`config.mk`:
```
export PLATFORM = sky130hd
export DESIGN_NAME = moving_sum_bandpass_filter_unit
export DESIGN_NICKNAME = d
export VERILOG_FILES = /design/src/rtl/msbf_pkg.sv /design/src/rtl/msbf_sample_window.sv /design/src/rtl/msbf_lp_ring.sv /design/src/rtl/moving_sum_bandpass_filter_unit.sv
export SDC_FILE = /design/constraint.sdc
export NUM_CORES = 2
export LEC_CHECK = 0
export BUFFER_PORTS_ARGS = -buffer_cell sky130_fd_sc_hd__buf_4
export CAP_MARGIN = 20
export CORE_UTILIZATION = 57
export CTS_BUF_LIST = sky130_fd_sc_hd__clkbuf_16
export DETAILED_ROUTE_END_ITERATION = 12
export PLACE_DENSITY_LB_ADDON = 0.12
export REMOVE_ABC_BUFFERS = 1
export SLEW_MARGIN = 10
export SYNTH_ARGS = -nofsm -noshare
export SYNTH_HDL_FRONTEND = slang
export SYNTH_SLANG_ARGS = --single-unit
export TNS_END_PERCENT = 50
```
`constraint.sdc`:
```
create_clock -name clk -period 5.71 [get_ports clk]
set_clock_uncertainty 0.15 [all_clocks]
set_input_delay 1.142 -clock clk [delete_from_list [all_inputs] [get_ports clk]]
set_output_delay 1.142 -clock clk [all_outputs]
set_load 0.03 [all_outputs]
```
`src/rtl/msbf_pkg.sv`:
```
// Shared constants and types of the moving-sum band-pass filter.
`default_nettype none
package msbf_pkg;
	localparam int SAMPLE_W          = 16;
	localparam int GAIN_W            = 10;
	localparam logic [GAIN_W-1:0] GAIN_RESET = 10'd384;
	localparam int LP_SHIFT          = 10;
	localparam int HP_SHIFT          = 7;
	localparam int LOWPASS_TAPS_DEF  = 4;
	localparam int HIGHPASS_TAPS_DEF = 128;

	localparam int APB_ADDR_W = 3;
	localparam int APB_DATA_W = 32;
	// Register index codes, taken from paddr[2].
	localparam logic REG_IDX_GAIN = 1'b0;

	localparam logic signed [SAMPLE_W-1:0] OUT_MAX = 16'sh7FFF;
	localparam logic signed [SAMPLE_W-1:0] OUT_MIN = 16'sh8000;

	// Per-cycle control of the low-pass ring memory.
	typedef struct packed {
		logic adv;   // whole pipeline moves one stage
		logic rd;    // a new word enters, read its oldest entry
		logic wr;    // the word in stage two writes its low-pass value
	} ring_ctl_t;
endpackage
`default_nettype wire

```
`src/rtl/msbf_sample_window.sv`:
```
// Short delay line of raw samples with its running window sum.
`default_nettype none
module msbf_sample_window #(
	parameter int LOWPASS_TAPS = msbf_pkg::LOWPASS_TAPS_DEF,
	parameter int SUM_W        = msbf_pkg::SAMPLE_W + $clog2(LOWPASS_TAPS)
) (
	input  wire logic                                clk,
	input  wire logic                                arst_n,
	input  wire logic                                en,
	input  wire logic signed [msbf_pkg::SAMPLE_W-1:0] sample,
	output logic signed [SUM_W-1:0]                  window_sum
);
	logic signed [msbf_pkg::SAMPLE_W-1:0] taps_q [LOWPASS_TAPS];
	logic signed [SUM_W-1:0]              sum_q;

	always_ff @(posedge clk or negedge arst_n) begin
		if (!arst_n) begin
			for (int i = 0; i < LOWPASS_TAPS; i++) taps_q[i] <= '0;
			sum_q <= '0;
		end else if (en) begin
			sum_q <= sum_q + SUM_W'(sample) - SUM_W'(taps_q[LOWPASS_TAPS-1]);
			taps_q[0] <= sample;
			for (int i = 1; i < LOWPASS_TAPS; i++) taps_q[i] <= taps_q[i-1];
		end
	end

	assign window_sum = sum_q;
endmodule
`default_nettype wire

```
`src/rtl/msbf_lp_ring.sv`:
```
// Ring memory of recent low-pass values with fill tracking and write forwarding.
`default_nettype none
module msbf_lp_ring #(
	parameter int HIGHPASS_TAPS = msbf_pkg::HIGHPASS_TAPS_DEF,
	parameter int DATA_W        = 18
) (
	input  wire logic                     clk,
	input  wire logic                     arst_n,
	input  wire msbf_pkg::ring_ctl_t      ctl,
	input  wire logic signed [DATA_W-1:0] wr_data,
	output logic signed [DATA_W-1:0]      oldest
);
	localparam int AW = $clog2(HIGHPASS_TAPS);
	localparam logic [AW-1:0] LastPos = AW'(HIGHPASS_TAPS - 1);

	logic signed [DATA_W-1:0] mem [HIGHPASS_TAPS];
	logic signed [DATA_W-1:0] rdata_q;
	logic signed [DATA_W-1:0] fwd_data_s1;
	logic [AW-1:0]            pos_q;
	logic [AW-1:0]            addr_s1;
	logic [AW-1:0]            addr_s2;
	logic                     filled_q;
	logic                     live_s1;
	logic                     fwd_s1;

	always_ff @(posedge clk) begin
		if (ctl.wr) mem[addr_s2] <= wr_data;
		if (ctl.rd) rdata_q <= mem[pos_q];
	end

	always_ff @(posedge clk or negedge arst_n) begin
		if (!arst_n) begin
			pos_q    <= '0;
			filled_q <= 1'b0;
			live_s1  <= 1'b0;
			fwd_s1   <= 1'b0;
			addr_s1  <= '0;
			addr_s2  <= '0;
		end else begin
			if (ctl.rd) begin
				pos_q   <= (pos_q == LastPos) ? '0 : pos_q + 1'b1;
				addr_s1 <= pos_q;
				live_s1 <= filled_q;
				fwd_s1  <= ctl.wr && (addr_s2 == pos_q);
				if (pos_q == LastPos) filled_q <= 1'b1;
			end
			if (ctl.adv) addr_s2 <= addr_s1;
		end
	end

	always_ff @(posedge clk) begin
		if (ctl.rd) fwd_data_s1 <= wr_data;
	end

	// Entries of the first lap were never written and read as zero.
	always_comb begin
		if (fwd_s1)       oldest = fwd_data_s1;
		else if (live_s1) oldest = rdata_q;
		else              oldest = '0;
	end
endmodule
`default_nettype wire

```
`src/rtl/moving_sum_bandpass_filter_unit.sv`:
```
// Top level of the moving-sum band-pass filter with its stream and register ports.
`default_nettype none
// The filter takes one signed 16-bit sample per input word and returns one
// saturated signed 16-bit band-passed sample per output word, in order. It
// accepts a word in every clock cycle; a result reaches the master side in the
// output register after the window sum, product and stage-three registers. When that
// register holds a word the sink does not take, the whole pipeline stalls and
// s_axis_tready drops in the same cycle; a word is taken while the held result
// leaves. The low-pass value is the sum of the last LOWPASS_TAPS samples times
// lowpass_gain, shifted right by ten with floor; the high-pass result is that
// value minus the sum of the last HIGHPASS_TAPS low-pass values shifted right
// by seven, clamped to -32768..32767. The low-pass history lives in a
// synchronous RAM of HIGHPASS_TAPS entries that is read when a word enters and
// written when that word is in stage two; a fill flag makes entries of the first lap
// read as zero, so no clearing pass is needed after reset. lowpass_gain sits at
// byte address 0 of the APB port, resets to 384 and must only be written while
// the filter is idle.
module moving_sum_bandpass_filter_unit #(
	parameter int LOWPASS_TAPS  = msbf_pkg::LOWPASS_TAPS_DEF,
	parameter int HIGHPASS_TAPS = msbf_pkg::HIGHPASS_TAPS_DEF
) (
	input  wire logic                              clk,
	input  wire logic                              arst_n,
	// Input stream.
	input  wire logic                              s_axis_tvalid,
	output logic                                   s_axis_tready,
	input  wire logic [15:0]                       s_axis_tdata,  // [15:0] sample
	// Output stream.
	output logic                                   m_axis_tvalid,
	input  wire logic                              m_axis_tready,
	output logic [15:0]                            m_axis_tdata,  // [15:0] filtered
	// Register port.
	input  wire logic                              psel,
	input  wire logic                              penable,
	input  wire logic                              pwrite,
	input  wire logic [msbf_pkg::APB_ADDR_W-1:0]   paddr,
	input  wire logic [msbf_pkg::APB_DATA_W-1:0]   pwdata,
	output logic [msbf_pkg::APB_DATA_W-1:0]        prdata,
	output logic                                   pready
);
	// Window sum, low-pass value, product, high-pass accumulator and difference widths.
	localparam int SW  = msbf_pkg::SAMPLE_W + $clog2(LOWPASS_TAPS);
	localparam int LPW = SW;
	localparam int PW  = SW + msbf_pkg::GAIN_W + 1;
	localparam int LSW = LPW + $clog2(HIGHPASS_TAPS);
	localparam int HW  = LSW + 1;

	localparam logic signed [HW-1:0] HpMax = HW'(msbf_pkg::OUT_MAX);
	localparam logic signed [HW-1:0] HpMin = HW'(msbf_pkg::OUT_MIN);

	// Register port: only the gain register exists.
	logic [msbf_pkg::GAIN_W-1:0] gain_q;
	logic                        gain_wr;

	assign pready  = 1'b1;
	assign gain_wr = psel && penable && pwrite && pready && (paddr[2] == msbf_pkg::REG_IDX_GAIN);
	assign prdata  = (paddr[2] == msbf_pkg::REG_IDX_GAIN)
		? msbf_pkg::APB_DATA_W'(gain_q) : '0;

	always_ff @(posedge clk or negedge arst_n) begin
		if (!arst_n) begin
			gain_q <= msbf_pkg::GAIN_RESET;
		end else if (gain_wr) begin
			gain_q <= pwdata[msbf_pkg::GAIN_W-1:0];
		end
	end

	// The pipeline moves as one unless the output register is held.
	logic adv;
	logic accept;
	logic out_valid_q;
	logic signed [15:0] out_data_q;

	assign adv           = !out_valid_q || m_axis_tready;
	assign s_axis_tready = adv;
	assign accept        = s_axis_tvalid && adv;

	// Stage zero: raw-sample window; its sum register serves as stage one.
	logic signed [SW-1:0] win_sum;

	msbf_sample_window #(
		.LOWPASS_TAPS(LOWPASS_TAPS),
		.SUM_W       (SW)
	) u_window (
		.clk       (clk),
		.arst_n    (arst_n),
		.en        (accept),
		.sample    ($signed(s_axis_tdata)),
		.window_sum(win_sum)
	);

	// Pipeline valids.
	logic valid_s1, valid_s2, valid_s3;

	always_ff @(posedge clk or negedge arst_n) begin
		if (!arst_n) begin
			valid_s1    <= 1'b0;
			valid_s2    <= 1'b0;
			valid_s3    <= 1'b0;
			out_valid_q <= 1'b0;
		end else if (adv) begin
			valid_s1    <= accept;
			valid_s2    <= valid_s1;
			valid_s3    <= valid_s2;
			out_valid_q <= valid_s3;
		end
	end

	// Ring memory of low-pass values.
	msbf_pkg::ring_ctl_t   ring_ctl;
	logic signed [LPW-1:0] lp;
	logic signed [LPW-1:0] oldest;

	assign ring_ctl.adv = adv;
	assign ring_ctl.rd  = accept;
	assign ring_ctl.wr  = adv && valid_s2;

	msbf_lp_ring #(
		.HIGHPASS_TAPS(HIGHPASS_TAPS),
		.DATA_W       (LPW)
	) u_ring (
		.clk    (clk),
		.arst_n (arst_n),
		.ctl    (ring_ctl),
		.wr_data(lp),
		.oldest (oldest)
	);

	// Stage one to two: gain multiply; the oldest ring entry travels along.
	logic signed [PW-1:0]  prod_s2;
	logic signed [LPW-1:0] oldest_s2;

	always_ff @(posedge clk) begin
		if (adv) begin
			prod_s2   <= PW'(win_sum) * PW'($signed({1'b0, gain_q}));
			oldest_s2 <= oldest;
		end
	end

	// Stage two: floor shift by ten, update the high-pass running sum.
	logic signed [LSW-1:0] lsum_q;
	logic signed [LSW-1:0] lsum_next;

	assign lp        = $signed(prod_s2[msbf_pkg::LP_SHIFT+LPW-1:msbf_pkg::LP_SHIFT]);
	assign lsum_next = lsum_q + LSW'(lp) - LSW'(oldest_s2);

	always_ff @(posedge clk or negedge arst_n) begin
		if (!arst_n) begin
			lsum_q <= '0;
		end else if (adv && valid_s2) begin
			lsum_q <= lsum_next;
		end
	end

	logic signed [LPW-1:0] lp_s3;
	logic signed [LSW-1:0] lsum_s3;

	always_ff @(posedge clk) begin
		if (adv) begin
			lp_s3   <= lp;
			lsum_s3 <= lsum_next;
		end
	end

	// Stage three: subtract the floored average and clamp.
	logic signed [HW-1:0] hp;
	logic signed [15:0]   hp_sat;

	assign hp = HW'(lp_s3) - HW'(lsum_s3 >>> msbf_pkg::HP_SHIFT);

	always_comb begin
		if (hp > HpMax)      hp_sat = msbf_pkg::OUT_MAX;
		else if (hp < HpMin) hp_sat = msbf_pkg::OUT_MIN;
		else                 hp_sat = hp[15:0];
	end

	always_ff @(posedge clk) begin
		if (adv && valid_s3) out_data_q <= hp_sat;
	end

	assign m_axis_tvalid = out_valid_q;
	assign m_axis_tdata  = out_data_q;
endmodule
`default_nettype wire

```
Word level (Yosys, flattened, before mapping)
Memories as Yosys holds them, arrays and structs flattened. A register that Yosys moved wholly into a read port is not among the register bits.
Cells that the tools add are included.
{"block": "totals", "reg_bits": 268, "latchBits": 0, "ramBits": 2304, "rom_bits": 0, "input_bits": 58, "out_inout_bits": 51, "wordCells": 53, "n_memories": 1}
{"name": "u_ring.mem", "depth": 128, "word_bits": 18, "read_ports": 1, "rd_ports_with_merged_regs": 1, "wr": 1, "line_no": "msbf_lp_ring.sv:16", "text": "logic signed [DATA_W-1:0] mem [HIGHPASS_TAPS];"}
{"block": "op_classes", "add_sub_neg": 6, "multipliers": 1, "n_div": 0, "magnitude_cmp": 2, "eq_ne": 2, "shift": 0, "muxes": 7, "n_bitwise": 1, "n_reduce_logical": 10}
{"cell": "18-bit two-way mux", "count": 2}
{"cell": "18-bit by 11-bit multiplier with 28-bit output", "count": 1}
{"cell": "25-bit by 18-bit adder with 25-bit output", "count": 1}
{"cell": "25-bit by 18-bit subtractor with 25-bit output", "count": 1}
{"cell": "19-bit by 16-bit > comparator with 1-bit output (second input constant)", "count": 1}
{"cell": "19-bit by 16-bit less-than comparator with 1-bit output (second input constant)", "count": 1}
{"cell": "18-bit by 18-bit subtractor with 19-bit output", "count": 1}
{"cell": "18-bit by 16-bit adder with 18-bit output", "count": 1}
{"cell": "18-bit by 16-bit subtractor with 18-bit output", "count": 1}
{"cell": "16-bit two-way mux", "count": 1}
{"cell": "10-bit two-way mux", "count": 1}
{"cell": "7-bit by 1-bit adder with 7-bit output (second input constant)", "count": 1}
{"cell": "7-bit == test", "count": 1}
{"cell": "7-bit == test (second input constant)", "count": 1}
{"cell": "1-bit logical AND", "count": 7}
{"cell": "7-bit two-way mux", "count": 1}
{"cell": "1-bit two-way mux", "count": 2}
{"cell": "2-bit AND reduction", "count": 1}
{"cell": "1-bit zero test", "count": 1}
{"cell": "1-bit logical OR", "count": 1}
{"cell": "1-bit inverter", "count": 1}

Depth between registers and ports, before layout
{"block": "logic_depth", "ltp_word": 5, "mapped_depth": 22, "ltp_nobuf": 20}

By module
Synthesis repeated with hierarchy kept, for this count alone.
{"block": "hier_totals", "cells_unflattened": 6027, "hier_area_um2": 109154.7}
{"module": "msbf_lp_ring", "n_inst": 1, "cells_each": 4270, "area_per_inst_um2": 91177.4, "seq_area_each_um2": 70868.0}
{"module": "moving_sum_bandpass_filter_unit", "n_inst": 1, "cells_each": 1356, "area_per_inst_um2": 13420.4, "seq_area_each_um2": 3621.0}
{"module": "msbf_sample_window", "n_inst": 1, "cells_each": 401, "area_per_inst_um2": 4556.9, "seq_area_each_um2": 2052.0}

Worst setup path before layout
OpenSTA, ideal clock, no wires.
{"block": "synth_path", "path_type": "register -> register", "startpoint": "register gain_q[6] in the netlist's numbering", "endpoint": "register prod_s2[27] (data pin)", "setup_time_ps": 270, "arrival_ps": 4957, "required_time_ps": 5290, "path_slack_ps": 333, "stages_incl_launch_ff": 20, "path_buffers": 2, "period_less_slack_ps": 5377, "path_cell_list": "dfrtp_1 > clkbuf_1 > clkbuf_1 > nand2_1 > fa_1 > inv_1 > fa_1 > fa_1 > fa_1 > inv_1 > fa_1 > inv_1 > ha_1 > o21ai_0 > nand2b_1 > a21oi_1 > or3_1 > o21ai_0 > and3_1 > a311oi_1"}
{"block": "synth_between", "elab_chain_len": 1}
{"element": "start: declaration", "line_no": "moving_sum_bandpass_filter_unit.sv:52", "text": "logic [msbf_pkg::GAIN_W-1:0] gain_q;"}
{"element": "start signal: assignment", "line_no": "moving_sum_bandpass_filter_unit.sv:62", "text": "gain_q <= msbf_pkg::GAIN_RESET;"}
{"element": "start signal: assignment", "line_no": "moving_sum_bandpass_filter_unit.sv:64", "text": "gain_q <= pwdata[msbf_pkg::GAIN_W-1:0];"}
{"element": "18-bit by 11-bit multiplier with 28-bit output", "line_no": "moving_sum_bandpass_filter_unit.sv:135", "text": "prod_s2 <= PW'(win_sum) * PW'($signed({1'b0, gain_q}));"}
{"element": "end signal: assignment", "line_no": "moving_sum_bandpass_filter_unit.sv:135"}
{"element": "end: declaration", "line_no": "moving_sum_bandpass_filter_unit.sv:130", "text": "logic signed [PW-1:0] prod_s2;"}
Every way passes these cells.
A chain may end at the register's enable or synchronous reset.

Worst setup path in the final report
{"block": "layout_path", "startpoint": "register gain_q[7] in the netlist's numbering", "endpoint": "register prod_s2[27] (data pin)"}
Same word-level chain as after synthesis.

==> summary.md <==
| Metric | Value |
|---|---|
| Share of layout cells above drive strength 1 | `0.2725` |
| Root Buffer | `clkbuf_16` |
| Antenna Violating Nets Remaining | `0` |
| Post-Syn Instances | `5544` |
| Grt ovf | `0` |
| DR pass1 iterations | `6` |
| CP max stage cell | `dfstp_4` |
| Clock tree buffer depth | `4` |
| Fmax | `180.5 MHz` |
| Drt wl/cell | `29.11 um` |
| Post-synth cell types | `68` |
| GRT Total Usage | `0.2643` |
| Final hold vios | `0` |
| Yosys reg bits | `2573` |
| CTS tree | `yes` |
| Via count | `53410` |
| WS Path Type | `reg -> reg` |
| Largest net degree at the start of global routing | `114` |
| Die width | `438.3 um` |
| First-pass GRT wire length | `366100 um` |
| Max Slew Vio Count | `0` |
| Synthesized area | `0.1085 mm2` |
| Status | `completed` |
| Worst Setup End Kind | `register` |
| Post-synth EDFFs | `2428` |
| CP Cell Sequence | `buf_4, nand2_1, fa_1, inv_1, fa_1, fa_1, fa_1, inv_1, fa_1, inv_1, ha_1, a21o_1, a21oi_1, o21bai_1, a21oi_1, nor3b_1, o21ai_2, and3_1, a311oi_2` |
| Drt total wl | `249200 um` |
| Vias in the first global route | `54140` |
| Worst-Skew Late Latency | `910 ps` |
| Synth Flop Type | `edfxtp_1` |
| Total CTS buffers | `280` |
| Post-DP HPWL | `145100 um` |
| Critical Path Fanout Max | `13` |
| Ys Warns | `0` |
| Area growth syn-to-layout | `12.56%` |
| Post-synthesis sequential area ratio | `0.7055` |
| Placeable Area | `0.1884 mm2` |
| Initial DRC Count | `5852` |
| Fin crit period | `5541 ps` |
| WP data required | `6290 ps` |
| Max cap viols | `0` |
| Layout Nets | `6251` |
| DP Worst Slack | `-4.149 ps` |
| Drt via density | `6.239` |
| Syn Area/Cell | `19.57 um2` |
| Worst Setup Start Kind | `register` |
| Hold_ws | `31.63 ps` |
| H-Tree Level Count | `5` |
| PnR worst setup slack | `168.7 ps` |
| Crit path arrival time | `6120 ps` |
| Slew of the pin with the lowest slew margin | `1178 ps` |
| CTS sink count | `2573` |
| DRC Markers | `0` |
| WP buf/inv | `4` |
| RSZ-0062 raised after global routing | `yes` |
| Area of the multi-input gates | `0.02957 mm2` |
| I/O pin cnt | `109` |
| Initial Util | `0.5759` |
| Hold crit path type | `in -> async` |
| Slew Limit Headroom | `0.2147` |
| # rows | `159` |
| Final setup fails | `0` |
| Clock-pin slew on the worst setup and hold paths | `60 ps` |
| Filler cell count | `12530` |
| Die height | `438.3 um` |
| Delay-heaviest family, CP | `adder cells` |
| CP most frequent cell | `fa_1` |
| Fin crit share | `0.9705` |
| Area of the die | `0.1921 mm2` |
| I/O Buffers | `61` |
| Flip-flop and latch area | `0.07657 mm2` |
| Routability congestion estimate from global placement | `0.8386` |
| FFs w/ async S/R, synth | `0.05635` |
| Initial antenna violation count | `14` |
| Slowest Stage Delay on Critical Path | `700 ps` |
==> cells in the mapped netlist, types with 10 or more instances <==
master / instances / area, um2
nand2b_1: 14 / 87.58
o21ai_0: 82 / 410.4
xor2_1: 27 / 236.5
buf_2: 62 / 310.3
ha_1: 123 / 1539
buf_1: 24 / 90.09
a211oi_1: 12 / 90.09
or2_2: 10 / 62.56
o31ai_1: 12 / 90.09
a22o_1: 17 / 148.9
xnor2_1: 48 / 420.4
mux2_2: 44 / 495.5
a21o_1: 28 / 210.2
buf_4: 27 / 202.7
nor2b_1: 21 / 131.4
clkbuf_1: 176 / 660.6
a21oi_1: 56 / 280.3
nand3_1: 26 / 130.1
nand4_1: 10 / 62.56
fa_1: 199 / 3984
mux4_2: 752 / 16940
nor3_1: 18 / 90.09
and3_1: 15 / 93.84
inv_1: 396 / 1486
and2_1: 86 / 538.0
edfxtp_1: 2428 / 72910
nand2_1: 365 / 1370
o22ai_1: 16 / 100.1
dfrtp_1: 143 / 3578
o21a_1: 17 / 127.6
nor2_1: 181 / 679.4
==> registers in the layout, summed over array words and instances (netlist names), 7 cells and up <==
name / flops
lp_s3: 18
lsum_s3: 18
u_window.taps_q: 64
u_ring.rdata_q: 18
m_axis_tdata: 16
u_ring.mem: 2304
u_ring.pos_q: 7
gain_q: 10
u_window.window_sum: 18
u_ring.addr_s1: 7
oldest_s2: 18
lsum_q: 25
u_ring.fwd_data_s1: 18
u_ring.addr_s2: 7
prod_s2: 18
==> cell type report <==
| class | instances | area share |
|---|---|---|
| Clock buffer | 289 | 0.05922 |
| Tap cell | 2495 | 0.02556 |
| Multi-Input combinational cell | 2299 | 0.2421 |
| Sequential cell | 2573 | 0.6270 |
| Clock inverter | 185 | 0.01060 |
| Antenna cell | 2 | 0.00004098 |
| Timing Repair Buffer | 321 | 0.02329 |
| Inverter | 396 | 0.01219 |
==> kinds of logic (layout without fill, tap and decap cells) <==
group	Yosys count	count (layout)	share of synthesized area
adder cells (fa/ha/maj)	322	322	0.05090
flip-flops	2573	2573	0.7055
multiplexers	802	802	0.1612
AO/OA/AOI/OAI	303	303	0.01831
other	2	25	0.00006922
XOR/XNOR	75	75	0.006054
AND/OR/NAND/NOR	774	774	0.03179
buffers and inverters	693	1191	0.02618
==> stage by stage <==
step	TNS, ps	area (um2)	cells	util
final	0	122100	8560	0.6482
after global routing	-14.66	122100	8558	0.6482
after CTS	0	122000	8554	0.6477
after detailed placement	-4.149	113500	8080	0.6024
after global placement	0	113400	8074	0.6020
after floorplan	-2288380	107200	5268	-
==> worst register-to-register path: stages (launching register included) <==
cell	delay, ps
dfstp_4	700
buf_4	190
nand2_1	80
fa_1	470
inv_1	50
fa_1	560
fa_1	440
fa_1	500
inv_1	50
fa_1	470
inv_1	40
ha_1	280
a21o_1	160
a21oi_1	130
o21bai_1	70
a21oi_1	210
nor3b_1	280
o21ai_2	130
and3_1	220
a311oi_2	220
==> layout by cell type (no fill, tap or decap), drive strengths merged, types with 18 or more instances in the layout <==
cell,Yosys,final
ha,123,123
and2,86,86
a21o,28,28
mux4,752,752
nand2,365,365
mux2,44,44
bufinv,0,19
nor3,18,18
nand3,26,26
dfrtp,143,143
inv,396,456
clkbuf,176,289
clkinv,0,101
fa,199,199
xnor2,48,48
a21oi,56,56
o21ai,85,85
nor2b,21,21
conb,2,23
nor2,181,181
buf,121,321
edfxtp,2428,2428
xor2,27,27
==> worst paths after layout <==
path	startpoint	endpoint	slack [ps]	cells past startpoint
max	gain_q[7]	prod_s2[27]	170	19
min reg2reg	valid_s3	m_axis_tvalid	310	2
max reg2reg	gain_q[7]	prod_s2[27]	170	19
min in group clk	valid_s3	m_axis_tvalid	310	2
max in group asynchronous	arst_n	u_window.taps_q[36]	4210	2
min	arst_n	lsum_q[16]	30	1
==> timing repair <==
| action | 4_1_cts | 5_1_grt |
|---|---|---|
| resized for setup | 2 | 14 |
| pin swaps | 0 | 0 |
| hold buffers | 0 | 0 |
| hold endpoints to repair | 0 | 0 |
| buffers inserted | 0 | 1 |
| setup endpoints to repair | 2 | 6 |
==> routing by layer <==
layer,wire [um],vias to the layer above,track usage
met1,102400,28580,0.3850
met2,120900,2095,0.4175
met3,19300,394,0.04748
met4,6479,6,0.07185
met5,67,-,0
li1,-,22340,-
Power is not shown: default switching activity piles up to over one toggle a cycle in this logic, so the estimate is an artifact.
